==> config.mk <==
export PLATFORM = sky130hd
export DESIGN_NAME = cubic_escape_time_iteration
export DESIGN_NICKNAME = d
export VERILOG_FILES = /design/src/cet_pkg.sv /design/src/cet_regs.sv /design/src/cet_mul.sv /design/src/cet_core.sv /design/src/cubic_escape_time_iteration.sv
export SDC_FILE = /design/constraint.sdc
export NUM_CORES = 2
export LEC_CHECK = 0
export ABC_AREA = 1
export BUFFER_PORTS_ARGS = -buffer_cell sky130_fd_sc_hd__buf_2
export CAP_MARGIN = 5
export CORE_MARGIN = 2
export CORE_UTILIZATION = 55
export CTS_CLUSTER_SIZE = 28
export DETAILED_ROUTE_END_ITERATION = 8
export PLACE_DENSITY = 0.71
export SLEW_MARGIN = 0
export SYNTH_ARGS = -nofsm -noshare
export SYNTH_HDL_FRONTEND = slang
export SYNTH_HIERARCHICAL = 1
export SYNTH_SLANG_ARGS = --single-unit
export TNS_END_PERCENT = 30
==> constraint.sdc <==
create_clock -name clk_i -period 14.9 [get_ports clk_i]
set_input_delay 1.49 -clock clk_i [delete_from_list [all_inputs] [get_ports clk_i]]
set_output_delay 1.49 -clock clk_i [all_outputs]
set_load 0.01 [all_outputs]
==> src/cet_pkg.sv <==
// ----------------------------------------------------------------------------
// Cubic escape-time package
// Shared widths, register map, state and colour codes, and the fixed-point
// helper functions used by the register block and the iteration core.
// ----------------------------------------------------------------------------
package cet_pkg;

  // Fixed-point format of c and z, and width of the iteration counter.
  localparam int FRAC_BITS  = 27;
  localparam int ITER_WIDTH = 12;
  localparam int CPLX_W     = 32;
  localparam int CUT_W      = 31;
  localparam int PROD_W     = 2 * CPLX_W;

  // A scaled product keeps the bits above the fraction.
  localparam int MQ_W  = PROD_W - FRAC_BITS;
  // Accumulator holds a sum of two scaled products, z^2 and c.
  localparam int ACC_W = ((MQ_W > CPLX_W) ? MQ_W : CPLX_W) + 3;

  // Colour compares use k+1 times a small constant, and 11*k.
  localparam int CMP_W = ITER_WIDTH + 5;

  // Register map.
  localparam int PADDR_W   = 3;
  localparam int PDATA_W   = 32;
  localparam int REG_LSB   = 2;
  localparam int REG_IDX_W = PADDR_W - REG_LSB;
  localparam logic [REG_IDX_W-1:0] REG_MAX_ITER = REG_IDX_W'(0);
  localparam logic [REG_IDX_W-1:0] REG_CUTOFF   = REG_IDX_W'(1);

  localparam logic [ITER_WIDTH-1:0] MAX_ITER_RST = ITER_WIDTH'(100);
  localparam logic [CUT_W-1:0]      CUTOFF_RST   = CUT_W'(536870912);

  // Saturation bounds of a z component, in accumulator width.
  localparam logic signed [ACC_W-1:0] SAT_MAX = ACC_W'({1'b0, {(CPLX_W-1){1'b1}}});
  localparam logic signed [ACC_W-1:0] SAT_MIN = ~SAT_MAX;

  typedef struct packed {
    logic [ITER_WIDTH-1:0] max_iterations;
    logic [CUT_W-1:0]      cutoff_sq;
  } cfg_t;

  typedef enum logic [3:0] {
    ST_IDLE,
    ST_SQ_A,
    ST_SQ_B,
    ST_CROSS,
    ST_RE_A,
    ST_IM_B,
    ST_RE_B,
    ST_IM_A,
    ST_UPDATE,
    ST_DONE
  } state_e;

  typedef enum logic [2:0] {
    COL_BLACK  = 3'd0,
    COL_WHITE  = 3'd1,
    COL_YELLOW = 3'd2,
    COL_ORANGE = 3'd3,
    COL_RED    = 3'd4
  } colour_e;

  // Floor of a full product divided by 2^FRAC_BITS.
  function automatic logic signed [MQ_W-1:0] mulq(input logic signed [PROD_W-1:0] p);
    mulq = p[PROD_W-1:FRAC_BITS];
  endfunction

  // Clamp an accumulator value to the signed range of a z component.
  function automatic logic signed [CPLX_W-1:0] sat_c(input logic signed [ACC_W-1:0] v);
    logic signed [CPLX_W-1:0] r;
    if (v > SAT_MAX) begin
      r = SAT_MAX[CPLX_W-1:0];
    end else if (v < SAT_MIN) begin
      r = SAT_MIN[CPLX_W-1:0];
    end else begin
      r = v[CPLX_W-1:0];
    end
    return r;
  endfunction

  // Colour band of an iteration count k against limit n. A test k < n/d is
  // done as d*(k+1) <= n, and k < n/2.2 as 11*k < 5*n.
  function automatic colour_e colour_of(input logic [ITER_WIDTH-1:0] k,
                                        input logic [ITER_WIDTH-1:0] n);
    logic [CMP_W-1:0] k1;
    logic [CMP_W-1:0] kk;
    logic [CMP_W-1:0] nn;
    colour_e          c;
    kk = CMP_W'(k);
    nn = CMP_W'(n);
    k1 = kk + CMP_W'(1);
    if ((kk != '0) && (k1 * CMP_W'(5) <= nn)) begin
      c = COL_BLACK;
    end else if (k1 * CMP_W'(4) <= nn) begin
      c = COL_WHITE;
    end else if (k1 * CMP_W'(3) <= nn) begin
      c = COL_YELLOW;
    end else if (kk * CMP_W'(11) < nn * CMP_W'(5)) begin
      c = COL_ORANGE;
    end else if (kk < nn) begin
      c = COL_RED;
    end else begin
      c = COL_BLACK;
    end
    return c;
  endfunction

endpackage

==> src/cet_regs.sv <==
// ----------------------------------------------------------------------------
// Cubic escape-time configuration registers
// APB-style register file holding the iteration limit and escape cutoff.
// ----------------------------------------------------------------------------
module cet_regs (
  input  logic                         clk_i,
  input  logic                         rst_ni,
  input  logic                         psel,
  input  logic                         penable,
  input  logic                         pwrite,
  input  logic [cet_pkg::PADDR_W-1:0]  paddr,
  input  logic [cet_pkg::PDATA_W-1:0]  pwdata,
  output logic [cet_pkg::PDATA_W-1:0]  prdata,
  output logic                         pready,
  output cet_pkg::cfg_t                cfg_o
);
  import cet_pkg::*;

  cfg_t                 cfg_q;
  cfg_t                 cfg_d;
  logic                 wr_en;
  logic [REG_IDX_W-1:0] reg_idx;

  assign pready  = 1'b1;
  assign reg_idx = paddr[PADDR_W-1:REG_LSB];
  assign wr_en   = psel & penable & pwrite & pready;

  always_comb begin
    cfg_d = cfg_q;
    if (wr_en) begin
      case (reg_idx)
        REG_MAX_ITER: cfg_d.max_iterations = pwdata[ITER_WIDTH-1:0];
        REG_CUTOFF:   cfg_d.cutoff_sq      = pwdata[CUT_W-1:0];
        default:      cfg_d = cfg_q;
      endcase
    end
  end

  always_comb begin
    case (reg_idx)
      REG_MAX_ITER: prdata = PDATA_W'(cfg_q.max_iterations);
      REG_CUTOFF:   prdata = PDATA_W'(cfg_q.cutoff_sq);
      default:      prdata = '0;
    endcase
  end

  always_ff @(posedge clk_i or negedge rst_ni) begin
    if (!rst_ni) begin
      cfg_q.max_iterations <= MAX_ITER_RST;
      cfg_q.cutoff_sq      <= CUTOFF_RST;
    end else begin
      cfg_q <= cfg_d;
    end
  end

  assign cfg_o = cfg_q;

endmodule

==> src/cet_mul.sv <==
// ----------------------------------------------------------------------------
// Cubic escape-time shared multiplier
// Signed 32 by 32 multiplier with a registered 64-bit product.
// ----------------------------------------------------------------------------
module cet_mul (
  input  logic                               clk_i,
  input  logic signed [cet_pkg::CPLX_W-1:0]  op_a_i,
  input  logic signed [cet_pkg::CPLX_W-1:0]  op_b_i,
  output logic signed [cet_pkg::PROD_W-1:0]  prod_o
);
  import cet_pkg::*;

  logic signed [PROD_W-1:0] prod_q;

  always_ff @(posedge clk_i) begin
    prod_q <= PROD_W'(op_a_i) * PROD_W'(op_b_i);
  end

  assign prod_o = prod_q;

endmodule

==> src/cet_core.sv <==
// ----------------------------------------------------------------------------
// Cubic escape-time iteration core
// Sequencer that runs z = z^3 + z^2 + c through one shared multiplier and
// holds the finished result in an output register.
// ----------------------------------------------------------------------------
module cet_core (
  input  logic                               clk_i,
  input  logic                               rst_ni,
  input  cet_pkg::cfg_t                      cfg_i,
  input  logic                               in_valid_i,
  output logic                               in_ready_o,
  input  logic signed [cet_pkg::CPLX_W-1:0]  c_real_i,
  input  logic signed [cet_pkg::CPLX_W-1:0]  c_imag_i,
  output logic                               out_valid_o,
  input  logic                               out_ready_i,
  output logic [cet_pkg::ITER_WIDTH-1:0]     iter_count_o,
  output logic                               inside_res_o,
  output logic [2:0]                         colour_class_o
);
  import cet_pkg::*;

  state_e                   state_q, state_d;
  logic [ITER_WIDTH-1:0]    iter_q, iter_d;
  logic [ITER_WIDTH-1:0]    k_q, k_d;
  logic                     inside_q, inside_d;
  logic signed [CPLX_W-1:0] a_q, a_d, b_q, b_d;
  logic signed [CPLX_W-1:0] cr_q, cr_d, ci_q, ci_d;
  logic signed [CPLX_W-1:0] z2r_q, z2r_d, z2i_q, z2i_d;
  logic signed [PROD_W-1:0] sq_q, sq_d;
  logic signed [ACC_W-1:0]  acc_r_q, acc_r_d, acc_i_q, acc_i_d;
  logic                     out_valid_q, out_valid_d;
  logic [ITER_WIDTH-1:0]    iter_out_q, iter_out_d;
  logic                     inside_out_q, inside_out_d;
  colour_e                  colour_q, colour_d;

  logic signed [CPLX_W-1:0] op_a, op_b;
  logic signed [PROD_W-1:0] prod;
  logic signed [ACC_W-1:0]  prod_mq;
  logic [PROD_W-1:0]        mag;
  logic                     escaped;

  cet_mul u_mul (
    .clk_i  (clk_i),
    .op_a_i (op_a),
    .op_b_i (op_b),
    .prod_o (prod)
  );

  assign prod_mq = ACC_W'(mulq(prod));
  // Both squares are non-negative, so their sum fits 64 unsigned bits.
  assign mag     = PROD_W'(unsigned'(sq_q)) + PROD_W'(unsigned'(prod));
  assign escaped = (mag >> FRAC_BITS) >= PROD_W'(cfg_i.cutoff_sq);

  always_comb begin
    state_d      = state_q;
    iter_d       = iter_q;
    k_d          = k_q;
    inside_d     = inside_q;
    a_d          = a_q;
    b_d          = b_q;
    cr_d         = cr_q;
    ci_d         = ci_q;
    z2r_d        = z2r_q;
    z2i_d        = z2i_q;
    sq_d         = sq_q;
    acc_r_d      = acc_r_q;
    acc_i_d      = acc_i_q;
    out_valid_d  = out_valid_q & ~out_ready_i;
    iter_out_d   = iter_out_q;
    inside_out_d = inside_out_q;
    colour_d     = colour_q;
    op_a         = a_q;
    op_b         = a_q;
    in_ready_o   = 1'b0;

    case (state_q)
      ST_IDLE: begin
        in_ready_o = 1'b1;
        if (in_valid_i) begin
          cr_d    = c_real_i;
          ci_d    = c_imag_i;
          a_d     = '0;
          b_d     = '0;
          iter_d  = '0;
          state_d = ST_SQ_A;
        end
      end
      ST_SQ_A: begin
        if (iter_q == cfg_i.max_iterations) begin
          k_d      = iter_q;
          inside_d = 1'b1;
          state_d  = ST_DONE;
        end else begin
          state_d = ST_SQ_B;
        end
      end
      ST_SQ_B: begin
        sq_d    = prod;
        op_a    = b_q;
        op_b    = b_q;
        state_d = ST_CROSS;
      end
      ST_CROSS: begin
        z2r_d = sat_c(ACC_W'(mulq(sq_q)) - prod_mq);
        op_b  = b_q;
        if (escaped) begin
          k_d      = iter_q;
          inside_d = 1'b0;
          state_d  = ST_DONE;
        end else begin
          state_d = ST_RE_A;
        end
      end
      ST_RE_A: begin
        z2i_d   = sat_c(prod_mq <<< 1);
        acc_r_d = ACC_W'(z2r_q) + ACC_W'(cr_q);
        op_a    = z2r_q;
        state_d = ST_IM_B;
      end
      ST_IM_B: begin
        acc_r_d = acc_r_q + prod_mq;
        op_a    = z2i_q;
        op_b    = b_q;
        state_d = ST_RE_B;
      end
      ST_RE_B: begin
        acc_r_d = acc_r_q - prod_mq;
        acc_i_d = ACC_W'(z2i_q) + ACC_W'(ci_q);
        op_a    = z2r_q;
        op_b    = b_q;
        state_d = ST_IM_A;
      end
      ST_IM_A: begin
        acc_i_d = acc_i_q + prod_mq;
        a_d     = sat_c(acc_r_q);
        op_a    = z2i_q;
        state_d = ST_UPDATE;
      end
      ST_UPDATE: begin
        b_d     = sat_c(acc_i_q + prod_mq);
        iter_d  = iter_q + ITER_WIDTH'(1);
        state_d = ST_SQ_A;
      end
      ST_DONE: begin
        if (!out_valid_q || out_ready_i) begin
          out_valid_d  = 1'b1;
          iter_out_d   = k_q;
          inside_out_d = inside_q;
          colour_d     = colour_of(k_q, cfg_i.max_iterations);
          state_d      = ST_IDLE;
        end
      end
      default: begin
        state_d = ST_IDLE;
      end
    endcase
  end

  always_ff @(posedge clk_i or negedge rst_ni) begin
    if (!rst_ni) begin
      state_q     <= ST_IDLE;
      out_valid_q <= 1'b0;
    end else begin
      state_q     <= state_d;
      out_valid_q <= out_valid_d;
    end
  end

  always_ff @(posedge clk_i) begin
    iter_q       <= iter_d;
    k_q          <= k_d;
    inside_q     <= inside_d;
    a_q          <= a_d;
    b_q          <= b_d;
    cr_q         <= cr_d;
    ci_q         <= ci_d;
    z2r_q        <= z2r_d;
    z2i_q        <= z2i_d;
    sq_q         <= sq_d;
    acc_r_q      <= acc_r_d;
    acc_i_q      <= acc_i_d;
    iter_out_q   <= iter_out_d;
    inside_out_q <= inside_out_d;
    colour_q     <= colour_d;
  end

  assign out_valid_o    = out_valid_q;
  assign iter_count_o   = iter_out_q;
  assign inside_res_o   = inside_out_q;
  assign colour_class_o = colour_q;

endmodule

==> src/cubic_escape_time_iteration.sv <==
// ----------------------------------------------------------------------------
// Cubic escape-time iteration
// Escape-time test of one complex point under z = z^3 + z^2 + c.
// ----------------------------------------------------------------------------
// One request carries a point c in signed Q5.27. Starting from z = 0 the block
// tests |z|^2 against cutoff_sq and then updates z, at most max_iterations
// times, and returns the escape index (or max_iterations with inside_res set)
// together with a colour band. A single 32 by 32 multiplier does all the
// work: each update needs seven products and the escape test reuses the two
// squares; one update steps through SQ_A, SQ_B, CROSS, RE_A, IM_B, RE_B,
// IM_A and UPDATE in turn. The block takes no new request while a point
// is in progress and is ready again in the same cycle in which that point's
// result first appears. A finished result waiting in the output register does
// not hold up the next request, but the next result cannot move into the
// output register until the waiting one has been taken. The configuration
// registers sit at byte address 0 (max_iterations) and 4 (cutoff_sq) and
// must only be written while no request is outstanding.
// ----------------------------------------------------------------------------
module cubic_escape_time_iteration (
  input  logic                               clk_i,
  input  logic                               rst_ni,
  // Configuration port.
  input  logic                               psel,
  input  logic                               penable,
  input  logic                               pwrite,
  input  logic [cet_pkg::PADDR_W-1:0]        paddr,
  input  logic [cet_pkg::PDATA_W-1:0]        pwdata,
  output logic [cet_pkg::PDATA_W-1:0]        prdata,
  output logic                               pready,
  // Point requests.
  input  logic                               in_valid_i,
  output logic                               in_ready_o,
  input  logic signed [cet_pkg::CPLX_W-1:0]  c_real_i,
  input  logic signed [cet_pkg::CPLX_W-1:0]  c_imag_i,
  // Results.
  output logic                               out_valid_o,
  input  logic                               out_ready_i,
  output logic [cet_pkg::ITER_WIDTH-1:0]     iter_count_o,
  output logic                               inside_res_o,
  output logic [2:0]                         colour_class_o
);
  import cet_pkg::*;

  cfg_t cfg;

  // The register block presents both settings as one struct to the core.
  cet_regs u_regs (
    .clk_i   (clk_i),
    .rst_ni  (rst_ni),
    .psel    (psel),
    .penable (penable),
    .pwrite  (pwrite),
    .paddr   (paddr),
    .pwdata  (pwdata),
    .prdata  (prdata),
    .pready  (pready),
    .cfg_o   (cfg)
  );

  // The core sequences the shared multiplier and owns the result register.
  cet_core u_core (
    .clk_i          (clk_i),
    .rst_ni         (rst_ni),
    .cfg_i          (cfg),
    .in_valid_i     (in_valid_i),
    .in_ready_o     (in_ready_o),
    .c_real_i       (c_real_i),
    .c_imag_i       (c_imag_i),
    .out_valid_o    (out_valid_o),
    .out_ready_i    (out_ready_i),
    .iter_count_o   (iter_count_o),
    .inside_res_o   (inside_res_o),
    .colour_class_o (colour_class_o)
  );

  // A taken request keeps the block busy for at least the next cycle.
  a_busy_after_request: assert property (@(posedge clk_i) disable iff (!rst_ni)
    (in_valid_i && in_ready_o) |=> !in_ready_o)
    else $error("block ready right after taking a request");

  // An inside result always reports the full iteration limit.
  a_inside_count: assert property (@(posedge clk_i) disable iff (!rst_ni)
    (out_valid_o && inside_res_o) |-> (iter_count_o == cfg.max_iterations))
    else $error("inside result with count other than the limit");

  // An escaped point must have escaped before reaching the limit.
  a_escape_count: assert property (@(posedge clk_i) disable iff (!rst_ni)
    (out_valid_o && !inside_res_o) |-> (iter_count_o < cfg.max_iterations))
    else $error("escaped result with count at or above the limit");

  // Points inside the set are always drawn black.
  a_inside_black: assert property (@(posedge clk_i) disable iff (!rst_ni)
    (out_valid_o && inside_res_o) |-> (colour_class_o == COL_BLACK))
    else $error("inside result not in the black band");

endmodule
==> reports/qor.yml <==
global_routing:
  use_met2_pct: 56.1
  grtUsageMet1_pct: 48.1
  top_usage_layer: "met2"
  antenna_found_initial: 4
  grtUsageMet3_pct: 4.72
  grt_pass1_vias: 67944
  grt_overflow_total: 0
  grt_pass1_wl_um: 393000
  grt_max_degree: 66
  grt_util_all_layers_pct: 35.1
synth:
  synth_top_area_share_pct: 28.1
  synth_top_family_by_area: "adder cells"
  synth_top_cell_by_area: "fa_1"
  synthArstFlopShare_pct: 9.82
  synthAdderAreaFrac_pct: 37.8
  synth_edf_count: 377
  seq_area_frac_synth_pct: 17.6
  syn-mean-instance-area_sq_um: 7.66
  synth_area_leaders: "fa_1 (28%), edfxtp_1 (14%), nand2_1 (14%)"
  synth-simple-area-share_pct: 20.8
  yosysWarnings: 6
  syn_nets: 12029
  synth_compound_area_share_pct: 7.49
  yosysMostFrequentCell: "nand2_1"
  synth.mux.area_fraction_pct: 0.461
  synth_cell_types: 62
  synthFlopType: "edfxtp_1"
  synth_common_cells: "nand2_1 (2,830), inv_1 (2,357), fa_1 (1,099)"
  ys_ff_latch: 489
  synth_xor_xnor_area_share_pct: 2.87
  syn_inst: 10221
  syn_area_sq_um: 78200
final_layout:
  syn2layout_area_growth_pct: 5.75
  drive_above_1_share_pct: 4.81
  n_fill_cell: 13133
  final_core_util_pct: 58.5
  final_nets: 12024
  finalNonFillerCells: 12153
  design_area_sq_um: 82700
placed_design:
  dp_hpwl_um: 206000
  portBuffers: 151
  place_congestion: 1.03
  postPlaceCellArea_sq_um: 80800
  dp_cells: 12049
route:
  drcViolationCount: 0
  ant_nets: 0
  first_pass_iters: 7
  dr_total_vias: 66969
  detail_route.wl_per_cell_um: 20.9
  wl_um: 254000
  drt-initial-drc-count: 5919
  avgViaCountPerCell: 5.51
clock_network:
  cts_sinks: 489
  cts-root-buf: "clkbuf_16"
  ctsResizeCount: 0
  clk_latency_ns: 0.68
  cts_buffers: 55
  htreeDepth: 2
  clk_pin_slew_worst_paths_ns: 0.07
  postCtsHoldBufs: 0
  cts_buffer_depth: 3
  post_cts_buffers: 0
  cts_tree: "built"
timing:
  finalSetupTns_ns: 0
  finalSetupViolCount: 0
  slew_violations: 0
  clock.fmax_mhz: 90.5
  hold_viol_final: 0
  relSlewSlack_pct: 22.9
  fin_crit_sh_pct: 74.2
  finalClockSkew_ns: 0.0654
  worst_slew_pin_slew_ns: 1.15
  rsz0062_at_grt: "false"
  layout_min_cycle_time_ns: 11.05
setup_path:
  ff2ff_path_depth: 34
  worstSetupStartpointType: "register"
  end_kind: "register"
  crit_arrival_ns: 11.63
  critPathKind: "register to register"
  cp_slowest_cell: "mux2_2"
  crit_fanout: 41
  required_ns: 15.48
  slowest_delay_ns: 0.89
floorplan:
  initial_core_util_pct: 55.3
  pin_count: 157
  num_rows: 138
  die_y_um: 381
  dieWidth_um: 381
  die_area_sq_um: 145000
  core_area_sq_um: 141000
job:
  drv_cap: 0
worst_hold_path:
  worstHoldPathType: "register to register"
  hold_depth: 0
run_status:
  outcome: "complete, no violations"
## kinds of logic after synthesis
| family | after synthesis |
|---|---|
| simple gates | 4001 |
| buf+inv | 2671 |
| fa+ha+maj | 1702 |
| compound gates | 1070 |
| flops | 489 |
| xor+xnor | 254 |
| mux | 32 |
| other cells | 2 |
## worst max-delay path, delay by kind of cell, from the launching register on
family | cells | cell delay [ns]
adders and majority gates | 9 | 4.75
AOI/OAI and AO/OA | 4 | 1.00
and+or+nand+nor | 9 | 1.02
muxes | 1 | 0.89
DFF | 1 | 0.42
buffers and inverters | 11 | 2.81
## cell type report
type / instances / area [sq um] / area share (%)
antenna: 1 / 2.50 / 0.00302
clock buffer: 70 / 1550 / 1.87
clock inverter: 33 / 348 / 0.420
inverter: 2366 / 8880 / 10.7
multi-input combinational: 7061 / 54300 / 65.7
sequential: 489 / 13800 / 16.7
tap: 1890 / 2360 / 2.86
timing repair buffer: 243 / 1450 / 1.75
## sequential cells by signal, summed over array words and instances, names as in the netlist
name                   flops
u_core/a_q                32
u_core/iter_count_o       12
u_core/out_valid_o         1
u_core/u_mul/prod_o       64
u_core/cr_q               32
u_core/ci_q               32
u_core/z2i_q              32
u_core/state_q             4
u_core/inside_q            1
u_core/acc_r_q            40
u_core/sq_q               64
u_regs/cfg_o              43
u_core/z2r_q              32
u_core/b_q                32
u_core/colour_class_o      3
u_core/k_q                12
u_core/iter_q             12
u_core/inside_res_o        1
u_core/acc_i_q            40
## per-stage QoR
step	worst slack (ns)	hold slack, ns
after CTS	3.98	0.424
after global routing	3.14	0.423
after floorplan	4.51	0.400
after detailed placement	4.06	0.417
final	3.85	0.426
after global placement	4.15	0.405
## final timing paths
kind                       slack, ns                      end         startpoint
max                             3.85  u_core/u_mul/prod_o[62]  u_core/state_q[3]
min                             0.43      u_core/inside_res_o    u_core/inside_q
max reg2reg                     3.85  u_core/u_mul/prod_o[62]  u_core/state_q[3]
min reg2reg                     0.43      u_core/inside_res_o    u_core/inside_q
max in group asynchronous      13.44       u_core/out_valid_o             rst_ni
min in group asynchronous       0.95         u_regs/cfg_o[13]             rst_ni
## metal layers
layer	part of all wire, %	vias up
li1	-	31019
met5	0.012	-
met4	5.1	4
met1	41	32740
met2	46	2713
met3	7.8	493
## placed cells by master, fill, tap and decap left out, types with 15 or more instances in the layout
master and count:
nand2_1 2829, inv_1 2356, fa_1 1099, ha_1 603, a21oi_1 587, nor2_1 546, edfxtp_1 377, nand3_1 299
o21ai_0 271, xor2_1 209, buf_2 151, buf_4 92, nand4_1 83, nor3_1 72, dfxtp_1 64, clkbuf_16 60
o21bai_1 54, dfrtp_1 44, xnor2_1 42, mux2_2 32, a21o_1 31, nor4_1 29, nor2_2 29, a31oi_1 28
or2_2 24, o21a_1 22, nand2_2 19, and3_1 15
Power is left out: the tool's default activity adds up to more than one toggle a clock period on the data nets, which glitch-free logic cannot reach.
